File: src/cal_clk_pkg.sv
// Types, constants and month-length function for the calendar clock counter.
`default_nettype none
package cal_clk_pkg;

    localparam int YEAR_W = 12;
    localparam int MON_W  = 4;
    localparam int DAY_W  = 5;
    localparam int HOUR_W = 5;
    localparam int MIN_W  = 6;
    localparam int SEC_W  = 6;

    localparam logic [SEC_W-1:0]  SEC_MAX  = 6'd59;
    localparam logic [MIN_W-1:0]  MIN_MAX  = 6'd59;
    localparam logic [HOUR_W-1:0] HOUR_MAX = 5'd23;
    localparam logic [MON_W-1:0]  MON_MAX  = 4'd12;
    localparam logic [MON_W-1:0]  MON_MIN  = 4'd1;
    localparam logic [DAY_W-1:0]  DAY_MIN  = 5'd1;

    localparam logic [MON_W-1:0]  MON_FEB = 4'd2;
    localparam logic [MON_W-1:0]  MON_APR = 4'd4;
    localparam logic [MON_W-1:0]  MON_JUN = 4'd6;
    localparam logic [MON_W-1:0]  MON_SEP = 4'd9;
    localparam logic [MON_W-1:0]  MON_NOV = 4'd11;

    localparam logic [YEAR_W-1:0] YEAR_RST     = 12'd2008;
    localparam logic [MON_W-1:0]  MON_RST      = 4'd2;
    localparam logic [DAY_W-1:0]  DAY_RST      = 5'd28;
    localparam logic [HOUR_W-1:0] HOUR_RST     = 5'd23;
    localparam logic [MIN_W-1:0]  MIN_RST      = 6'd59;
    localparam logic [SEC_W-1:0]  SEC_RST      = 6'd57;
    localparam logic [YEAR_W-1:0] YEAR_LO_RST  = 12'd2016;
    localparam logic [YEAR_W-1:0] YEAR_HI_RST  = 12'd2030;

    typedef enum logic [1:0] {
        CMD_TICK = 2'd0,
        CMD_INC  = 2'd1,
        CMD_DEC  = 2'd2
    } cmd_t;

    typedef enum logic [2:0] {
        FLD_SEC  = 3'd0,
        FLD_MIN  = 3'd1,
        FLD_HOUR = 3'd2,
        FLD_DAY  = 3'd3,
        FLD_MON  = 3'd4,
        FLD_YEAR = 3'd5
    } field_t;

    typedef enum logic {
        REG_YEAR_LO = 1'b0,
        REG_YEAR_HI = 1'b1
    } cfg_reg_t;

    function automatic logic [DAY_W-1:0] month_len(input logic [MON_W-1:0] mon,
                                                   input logic [YEAR_W-1:0] year);
        logic [DAY_W-1:0] len;
        if (mon == MON_FEB) begin
            len = (year[1:0] == 2'b00) ? 5'd29 : 5'd28;
        end else if (mon == MON_APR || mon == MON_JUN || mon == MON_SEP
                     || mon == MON_NOV) begin
            len = 5'd30;
        end else begin
            len = 5'd31;
        end
        return len;
    endfunction

endpackage
`default_nettype wire

File: src/calendar_clock_counter.sv
// Calendar clock counter: 24-hour date/time with tick and field edit words.
// The result word is registered: it appears in the cycle after its input word is accepted.
// Throughput: one word per cycle while m_tready is high; the date/time registers form the result register.
// s_tready is high while the result slot is empty or being taken this cycle.
// Reset (aresetn low, synchronous): date/time to 2008-02-28 23:59:57,
// year bounds to 2016..2030, no result pending.
`default_nettype none
module calendar_clock_counter
    import cal_clk_pkg::*;
(
    input  wire logic        aclk,
    input  wire logic        aresetn,
    input  wire logic        s_tvalid,
    output logic             s_tready,
    input  wire logic [7:0]  s_tdata,   // command[1:0], field_select[4:2], zero pad
    output logic             m_tvalid,
    input  wire logic        m_tready,
    output logic [39:0]      m_tdata,   // year_out[11:0], month_out[15:12], day_out[20:16],
                                        // hour_out[25:21], minute_out[31:26],
                                        // second_out[37:32], zero pad
    input  wire logic        cfg_wr_en,
    input  wire logic        cfg_addr,
    input  wire logic [11:0] cfg_wdata
);

    logic [YEAR_W-1:0] year_reg, year_next;
    logic [MON_W-1:0]  mon_reg, mon_next;
    logic [DAY_W-1:0]  day_reg, day_next;
    logic [HOUR_W-1:0] hour_reg, hour_next;
    logic [MIN_W-1:0]  min_reg, min_next;
    logic [SEC_W-1:0]  sec_reg, sec_next;
    logic [YEAR_W-1:0] year_lo_reg, year_hi_reg;
    logic              m_tvalid_reg;
    logic              accept;
    cmd_t              cmd;
    field_t            fld;
    logic [DAY_W-1:0]  len;

    assign s_tready = !m_tvalid_reg || m_tready;
    assign accept   = s_tvalid && s_tready;
    assign m_tvalid = m_tvalid_reg;
    assign m_tdata  = {2'b00, sec_reg, min_reg, hour_reg, day_reg, mon_reg, year_reg};
    assign cmd      = cmd_t'(s_tdata[1:0]);
    assign fld      = field_t'(s_tdata[4:2]);
    assign len      = month_len(mon_reg, year_reg);

    always_comb begin
        year_next = year_reg;
        mon_next  = mon_reg;
        day_next  = day_reg;
        hour_next = hour_reg;
        min_next  = min_reg;
        sec_next  = sec_reg;
        unique case (cmd)
            CMD_TICK: begin
                if (sec_reg < SEC_MAX) begin
                    sec_next = sec_reg + 1'b1;
                end else begin
                    sec_next = '0;
                    if (min_reg < MIN_MAX) begin
                        min_next = min_reg + 1'b1;
                    end else begin
                        min_next = '0;
                        if (hour_reg < HOUR_MAX) begin
                            hour_next = hour_reg + 1'b1;
                        end else begin
                            hour_next = '0;
                            if (day_reg < len) begin
                                day_next = day_reg + 1'b1;
                            end else begin
                                day_next = DAY_MIN;
                                if (mon_reg < MON_MAX) begin
                                    mon_next = mon_reg + 1'b1;
                                end else begin
                                    mon_next  = MON_MIN;
                                    year_next = year_reg + 1'b1;
                                end
                            end
                        end
                    end
                end
            end
            CMD_INC: begin
                case (fld)
                    FLD_SEC:  sec_next  = (sec_reg >= SEC_MAX) ? '0 : sec_reg + 1'b1;
                    FLD_MIN:  min_next  = (min_reg >= MIN_MAX) ? '0 : min_reg + 1'b1;
                    FLD_HOUR: hour_next = (hour_reg >= HOUR_MAX) ? '0 : hour_reg + 1'b1;
                    FLD_DAY:  day_next  = (day_reg >= len) ? DAY_MIN : day_reg + 1'b1;
                    FLD_MON:  mon_next  = (mon_reg >= MON_MAX || mon_reg < MON_MIN)
                                          ? MON_MIN : mon_reg + 1'b1;
                    FLD_YEAR: year_next = (year_reg >= year_hi_reg || year_reg < year_lo_reg)
                                          ? year_lo_reg : year_reg + 1'b1;
                    default: ;
                endcase
            end
            CMD_DEC: begin
                case (fld)
                    FLD_SEC:  sec_next  = (sec_reg == '0 || sec_reg > SEC_MAX)
                                          ? SEC_MAX : sec_reg - 1'b1;
                    FLD_MIN:  min_next  = (min_reg == '0 || min_reg > MIN_MAX)
                                          ? MIN_MAX : min_reg - 1'b1;
                    FLD_HOUR: hour_next = (hour_reg == '0 || hour_reg > HOUR_MAX)
                                          ? HOUR_MAX : hour_reg - 1'b1;
                    FLD_DAY:  day_next  = (day_reg <= DAY_MIN) ? len : day_reg - 1'b1;
                    FLD_MON:  mon_next  = (mon_reg <= MON_MIN || mon_reg > MON_MAX)
                                          ? MON_MAX : mon_reg - 1'b1;
                    FLD_YEAR: year_next = (year_reg <= year_lo_reg || year_reg > year_hi_reg)
                                          ? year_hi_reg : year_reg - 1'b1;
                    default: ;
                endcase
            end
            default: ;
        endcase
    end

    always_ff @(posedge aclk) begin
        if (!aresetn) begin
            year_reg     <= YEAR_RST;
            mon_reg      <= MON_RST;
            day_reg      <= DAY_RST;
            hour_reg     <= HOUR_RST;
            min_reg      <= MIN_RST;
            sec_reg      <= SEC_RST;
            year_lo_reg  <= YEAR_LO_RST;
            year_hi_reg  <= YEAR_HI_RST;
            m_tvalid_reg <= 1'b0;
        end else begin
            if (accept) begin
                year_reg <= year_next;
                mon_reg  <= mon_next;
                day_reg  <= day_next;
                hour_reg <= hour_next;
                min_reg  <= min_next;
                sec_reg  <= sec_next;
            end
            if (accept) begin
                m_tvalid_reg <= 1'b1;
            end else if (m_tready) begin
                m_tvalid_reg <= 1'b0;
            end
            if (cfg_wr_en) begin
                if (cfg_addr == REG_YEAR_LO) begin
                    year_lo_reg <= cfg_wdata;
                end else begin
                    year_hi_reg <= cfg_wdata;
                end
            end
        end
    end

    a_no_overwrite: assert property (@(posedge aclk) disable iff (!aresetn)
        accept |-> !(m_tvalid_reg && !m_tready))
        else $error("word accepted over a stalled result");

    a_result_after_accept: assert property (@(posedge aclk) disable iff (!aresetn)
        accept |=> m_tvalid)
        else $error("accepted word produced no result");

    a_time_range: assert property (@(posedge aclk) disable iff (!aresetn)
        sec_reg <= SEC_MAX && min_reg <= MIN_MAX && hour_reg <= HOUR_MAX)
        else $error("time field out of range");

    a_date_range: assert property (@(posedge aclk) disable iff (!aresetn)
        mon_reg >= MON_MIN && mon_reg <= MON_MAX && day_reg >= DAY_MIN)
        else $error("date field out of range");

endmodule
`default_nettype wire

File: config.mk
export PLATFORM = sky130hd
export DESIGN_NAME = calendar_clock_counter
export DESIGN_NICKNAME = d
export VERILOG_FILES = /design/src/cal_clk_pkg.sv /design/src/calendar_clock_counter.sv
export SDC_FILE = /design/constraint.sdc
export NUM_CORES = 1
export LEC_CHECK = 0
export BUFFER_PORTS_ARGS = -buffer_cell sky130_fd_sc_hd__buf_2
export CAP_MARGIN = 20
export CORE_MARGIN = 5
export CORE_UTILIZATION = 55
export DETAILED_ROUTE_END_ITERATION = 6
export GPL_TIMING_DRIVEN = 0
export MAX_ROUTING_LAYER = met4
export PLACE_DENSITY = 0.76
export SLEW_MARGIN = 20
export SYNTH_ARGS = -nofsm -noshare
export SYNTH_HDL_FRONTEND = slang
export SYNTH_SLANG_ARGS = --single-unit
File: constraint.sdc
create_clock -name aclk -period 3.45 [get_ports aclk]
set_input_delay 0.69 -clock aclk [delete_from_list [all_inputs] [get_ports aclk]]
set_output_delay 0.69 -clock aclk [all_outputs]
set_load 0.01 [all_outputs]
==> metrics, run 1 <==
run status completed; Antenna diodes 0; YS warnings 0; Tcrit/Tclk final 91.6%; Die ar. 12,200 sq um; reg-to-reg critical path startpoint year_reg[1]; share of cells above drive strength 1 17.4%; dpl ws 0.294 ns; CP top delay family compound AO/OA/AOI/OAI gates; Worst-Margin Slew 0.782 ns; crit-path cells inv_1 -> ha_1 -> o21ai_0 -> o21ai_1 -> ha_1 -> nor2b_1 -> o21ai_2 -> o31ai_4 -> and2_1 -> nand2_1 -> a221o_1 -> o32a_1; Clock Latency Late Sink 0.37 ns; min Tclk post-route 3.16 ns; Longest Clk Path Bufs 2; Fin. Hold Viols 0; Clock Pin Slew Worst Setup and Hold Paths 0.08 ns; CTS root buffer clkbuf_8; most common cell after layout, fill and taps aside buf_2; post-route cell area 6230 sq um; Clock Skew 0.0138 ns; unrepaired setup endpoints after global routing false; first-pass GRT wire length 27,800 microns; Die Ht 110 microns; Mapped Avg Cell Area 7.70 sq um; Yosys cell types 85; Final Total Pwr 2440 uW; DRT Pass-1 Iters 6; die width 110 microns; final wirelength 17,600 microns; Slew Limit Fails 0; All-Layer GR Usage 30.3%; slowest stage delay, CP 0.70 ns; flip-flop and latch area 1260 sq um; worst setup path class reg -> reg; global placement routability congestion 0.954; post-route worst setup slack 0.290 ns; CP Max Fanout 10; Initial Utilization 56.6%; WL/cell 18.9 microns; Arr. time, crit path 3.41 ns; Setup crit start year_reg[1]; hpwl dp 13,200 microns; CTS tree built; drc violations 0; MaxCap Viol Count 0; postcts setup bufs 0; peak supply drop 294 uV; Hold WC Path Type reg -> reg; PortBufs 62; Setup TNS 0 ns; crit-path most repeated cell ha_1; Power Dens Cells 392 nW/um^2; CP Launch Type flip-flop; row count 36; commonest cells after routing, fill and taps aside buf_2, nand2_1, dfxtp_1; area of the multi-input gates 3810 sq um; Post-synth EDFFs 0; Slew HR 47.9%; register area share after synthesis 22.8%; number of clock sinks 63; r2r endpoint year_reg[10]; Hold WS 0.461 ns; TritonCTS Buffers 9; Leak 0.00252 uW; endpoint type of the worst setup path flip-flop; drt initial violations 580; CTS H-tree lvls 3; Post-Syn Area 5530 sq um; post-layout net count 865; grt ovf 0; Seq cells post-synth 63; area delta synth->final 12.7%; I/O pin total 68; via count 5,904; synthesized instance count 718; vias per cell 6.35; largest net degree at the start of global routing 13; vias in the first global route 5,521; total core area 9770 sq um; internal reg-to-reg setup slack 0.29 ns; r2r worst-path depth 12; f_max 0.316 GHz; DP Area 6010 sq um; Post-synth top flop dfxtp_1; Detail Route Antenna Nets 0; cell depth of the worst setup path 12; Fill cells 907; asr flop ratio synth 0%; Final setup viols 0; Worst Path Buf+Inv 1; Crit-path slowest cell dfxtp_1; Setup crit end year_reg[10]; initial antenna violation count 0; WP data required 3.70 ns
-- layout make-up --
type | count | area share [%]
timing repair buffer | 62 | 4.98
clock buffer | 9 | 1.99
tap | 133 | 2.67
multi-input combinational | 556 | 61.1
sequential | 63 | 20.2
inverter | 51 | 3.09
clock inverter | 7 | 1.57
buffer | 49 | 4.38
-- worst reg2reg max path: cells and delay by family, from the launching register on --
| family | cells | cell delay, ns |
|---|---|---|
| AO/OA/AOI/OAI | 6 | 1.29 |
| flip-flops | 1 | 0.70 |
| AND/OR/NAND/NOR | 3 | 0.48 |
| adder cells (fa/ha/maj) | 2 | 0.43 |
| buffers and inverters | 1 | 0.16 |
-- report_power, final --
group / internal [uW] / switching [uW]
registers: 776 / 67.3
clock network: 407 / 342
logic: 310 / 538
total: 1490 / 948
-- worst min-delay path by stage --
stage / startpoint / end / cells past startpoint
after CTS: year_lo_reg[2] / year_lo_reg[2] / 2
after floorplan: year_lo_reg[11] / year_lo_reg[11] / 2
after detailed placement: year_lo_reg[2] / year_lo_reg[2] / 2
after global placement: year_lo_reg[1] / year_lo_reg[1] / 2
after global routing: year_lo_reg[1] / year_lo_reg[1] / 2
final: year_lo_reg[2] / year_lo_reg[2] / 2
-- logic make-up (layout without fill, tap and decap cells) --
family / count (synthesis) / count (layout) / synth area share (%)
mux: 5 / 5 / 0.928
other cells: 1 / 2 / 0.0678
xor+xnor: 23 / 23 / 3.64
compound gates: 231 / 231 / 29.6
flops: 63 / 63 / 22.8
buf+inv: 100 / 178 / 8.40
fa+ha+maj: 47 / 47 / 10.6
simple gates: 248 / 248 / 23.9
-- stage by stage --
step	cells	util (%)
after floorplan	719	-
after global placement	914	61.5
after detailed placement	914	61.5
after CTS	930	63.7
after global routing	930	63.8
final	930	63.8
-- cell usage after synthesis (12+ instances only) --
cell	count	area [sq um]
dfxtp_1	63	1260
nor2b_1	12	75.1
a21oi_1	49	245
nor3_1	27	135
xnor2_1	12	105
inv_1	49	184
nand2_1	71	267
o211ai_1	37	278
clkbuf_1	21	78.8
buf_2	12	60.1
a31oi_1	14	87.6
o21ai_0	40	200
nand4_1	12	75.1
nor2_1	49	184
ha_1	47	588
nand3_1	22	110
-- repair_timing --
action,CTS,global route
resized for setup,0,2
hold buffers,0,0
endpoints found under the setup margin,0,1
-- routing by layer --
layer  up-vias  global-route usage, %  share of wire, %
met5         -                      -                 0
met4         0                   9.50               2.2
met3        41                   4.83               9.5
met2       295                   45.1                43
met1      2771                   42.3                45
li1       2797                      -                 -
Power figures use the tool's default switching activity.
==> run 2: changes to the inputs <==
--- a/config.mk
+++ b/config.mk
@@ -5,14 +5,17 @@
 export SDC_FILE = /design/constraint.sdc
 export NUM_CORES = 1
 export LEC_CHECK = 0
+export ABC_AREA = 1
 export BUFFER_PORTS_ARGS = -buffer_cell sky130_fd_sc_hd__buf_2
 export CAP_MARGIN = 20
+export CORE_ASPECT_RATIO = 0.8
 export CORE_MARGIN = 5
 export CORE_UTILIZATION = 55
 export DETAILED_ROUTE_END_ITERATION = 6
 export GPL_TIMING_DRIVEN = 0
 export MAX_ROUTING_LAYER = met4
 export PLACE_DENSITY = 0.76
+export RECOVER_POWER = 100
 export SLEW_MARGIN = 20
 export SYNTH_ARGS = -nofsm -noshare
 export SYNTH_HDL_FRONTEND = slang
==> run 2 against run 1 <==
Clock skew is 0.0095 ns lower. Synthesized cell count increased by 14%. Sequential cell count is the same. Worst setup slack improved by 0.26 ns. Largest cell class unchanged. Register-to-register slack improved by 0.26 ns. Combinational power is 0.6% higher. Critical endpoint is now year_reg[0]. Highest routed layer unchanged.
==> metrics, run 2 <==
drt initial violations 720 (+24%); number of clock sinks 63 (unchanged); Antenna diodes 0 (unchanged); most frequent cells after synthesis nand2_1, inv_1, a21oi_1; hpwl dp 12,700 microns (-3.2%); Post-synth EDFFs 0 (unchanged); postcts setup bufs 0 (unchanged); TritonCTS Buffers 9 (unchanged); unrepaired setup endpoints after global routing false; Clock Latency Late Sink 0.33 ns (-0.04 ns); Fin. Hold Viols 0 (unchanged); largest net degree at the start of global routing 11 (-2); r2r worst-path depth 15 (+3); Slew Limit Fails 0 (unchanged); first-pass GRT wire length 26,800 microns (-3.7%); f_max 0.344 GHz (+8.8%); MaxCap Viol Count 0 (unchanged); reg-to-reg critical path startpoint mon_reg[0]; Hold WS 0.489 ns (+0.0275 ns); area of the multi-input gates 3470 sq um (-8.8%); Post-synth top flop dfxtp_1; share of cells above drive strength 1 9.58% (-7.9 points); Initial Utilization 56.0% (-0.59 points); post-route cell area 6060 sq um (-2.8%); flip-flop and latch area 1260 sq um (unchanged); largest cells by area after synthesis dfxtp_1, nand2_1, ha_1; synthesized instance count 819 (+14%); Tcrit/Tclk final 84.2% (-7.4 points); asr flop ratio synth 0% (unchanged); YS warnings 0 (unchanged); Detail Route Antenna Nets 0 (unchanged); Post-Syn Area 5380 sq um (-2.7%); CTS root buffer clkbuf_16; Die Ht 98.5 microns (-11%); Clock Skew 0.00429 ns (-0.00955 ns); I/O pin total 68 (unchanged); worst setup path class reg -> reg; Fill cells 933 (+2.9%); Slew HR 51.4% (+3.6 points); post_cts resized 0 (unchanged); crit-path most repeated cell a21oi_1; final wirelength 16,500 microns (-6.1%); CP Max Fanout 10 (unchanged); startpoint of the lowest-slack hold path year_lo_reg[4]; Yosys cell types 44 (-48%); Seq cells post-synth 63 (unchanged); Setup TNS 0 ns (unchanged); DP Area 5840 sq um (-2.8%); drc violations 0 (unchanged); CTS H-tree lvls 3 (unchanged); Final setup viols 0 (unchanged); CP top delay family compound AO/OA/AOI/OAI gates; endpoint type of the worst setup path flip-flop; total core area 9610 sq um (-1.7%); CP Launch Type flip-flop; Die ar. 11,900 sq um (-2.4%); most frequent cell after synthesis nand2_1; Clock Pin Slew Worst Setup and Hold Paths 0.05 ns (-0.03 ns); Leak 0.00295 uW (+17%); row count 32 (-11%); Worst Path Buf+Inv 3 (+2); peak supply drop 233 uV (-21%); Longest Clk Path Bufs 2 (unchanged); Worst-Margin Slew 0.729 ns (-0.0537 ns); WP data required 3.69 ns (about the same); register area share after synthesis 23.4% (+0.64 points); Hold WC Path Type reg -> reg; PortBufs 62 (unchanged); initial antenna violation count 0 (unchanged); # hold bufs at CTS 0 (unchanged); Arr. time, crit path 3.15 ns (-0.26 ns); vias per cell 5.78 (-8.9%); Mapped Avg Cell Area 6.57 sq um (-15%); most common cell after layout, fill and taps aside nand2_1; Power Dens Cells 431 nW/um^2 (+9.9%); area delta synth->final 12.6% (about the same); run status completed; commonest cells after routing, fill and taps aside nand2_1, inv_1, a21oi_1; global placement routability congestion 0.946 (-0.79%); largest area contributor in the netlist dfxtp_1; post-layout net count 966 (+12%); final core occ 63.0% (-0.71 points); via count 5,883 (-0.36%); Setup crit start mon_reg[0]; DRT Pass-1 Iters 5 (-1); All-Layer GR Usage 28.5% (-1.8 points); CTS tree built; Crit-path slowest cell dfxtp_1; min Tclk post-route 2.90 ns (-0.256 ns); post-synth top area share 23.4% (+0.64 points); cell depth of the worst setup path 15 (+3); vias in the first global route 5,468 (-0.96%); WL/cell 16.2 microns (-14%); worst hold stages 2 (unchanged); die width 121 microns (+9.3%); crit-path cells inv_1 -> ha_1 -> o21ai_0 -> nand2_1 -> a21oi_1 -> ha_1 -> inv_1 -> a21oi_1 -> nor2_1 -> nand2_1 -> nand2_1 -> nand3b_1 -> buf_6 -> a21oi_1 -> a21oi_1; grt ovf 0 (unchanged); slowest stage delay, CP 0.49 ns (-0.21 ns)
## run 2: cell types whose count changed in the layout (fill, tap and decap cells not counted), sizes merged, moves of 14 or more
cell	previous run	this run
buf	89	44
inv	50	110
clkbuf	31	64
o21ai	47	74
nand3	23	55
nor3	30	16
o211ai	38	24
a21oi	50	77
nand2	71	181
## run 2: cell families (layout without fill, tap and decap cells)
logic type	count (synthesis)	in the layout	synth area share, %
other	1	2	0.0697
xor gates and xnor gates	35	35	5.70
AOI/OAI and AO/OA	195	195	20.2
DFF	63	63	23.4
and+or+nand+nor	331	331	27.9
adders and majority gates	47	47	10.9
buffers and inverters	147	225	11.8
## run 2: worst paths after layout
path / end / slack (ns)
max: year_reg[0] / 0.55
min: year_lo_reg[4] / 0.49
max reg2reg: year_reg[0] / 0.55
min reg2reg: year_lo_reg[4] / 0.49
## run 2: layout make-up
class | count | area share [%]
Clock inverter | 4 | 0.743
Buffer | 34 | 3.37
Timing Repair Buffer | 62 | 4.25
Multi-Input combinational cell | 610 | 57.3
Clock buffer | 12 | 4.07
Inverter | 113 | 7.00
Sequential cell | 63 | 20.8
Tap cell | 119 | 2.46
## run 2: where the power goes
| group | total (uW) | switching (uW) | leakage (uW) | internal, uW |
|---|---|---|---|---|
| Combinational | 853 | 564 | 0.00228 | 290 |
| Clock | 913 | 337 | 0.000146 | 576 |
| Sequential | 842 | 59.8 | 0.000519 | 783 |
| Total | 2610 | 960 | 0.00295 | 1650 |
## run 2: through the flow
stage	total power, uW	setup slack, ns	instances
after floorplan	1460	1.12	820
after global placement	1670	0.551	1001
after detailed placement	1700	0.523	1001
after CTS	2610	0.683	1017
after global routing	2750	0.427	1017
final	2610	0.546	1017
## run 2: worst min-delay path, cell delays in order, from the launching register on
cell	delay [ns]
dfxtp_1	0.31
inv_1	0.07
a21oi_1	0.06
## run 2: routing by layer
metal | GRT usage [%] | part of all wire (%) | wire [microns] | vias to the layer above
li1 | - | - | - | 2856
met1 | 40.5 | 48 | 7860 | 2742
met2 | 42.9 | 44 | 7200 | 268
met3 | 4.76 | 7.9 | 1300 | 17
met4 | 5.75 | 0.94 | 155 | 0
met5 | - | 0 | 0 | -
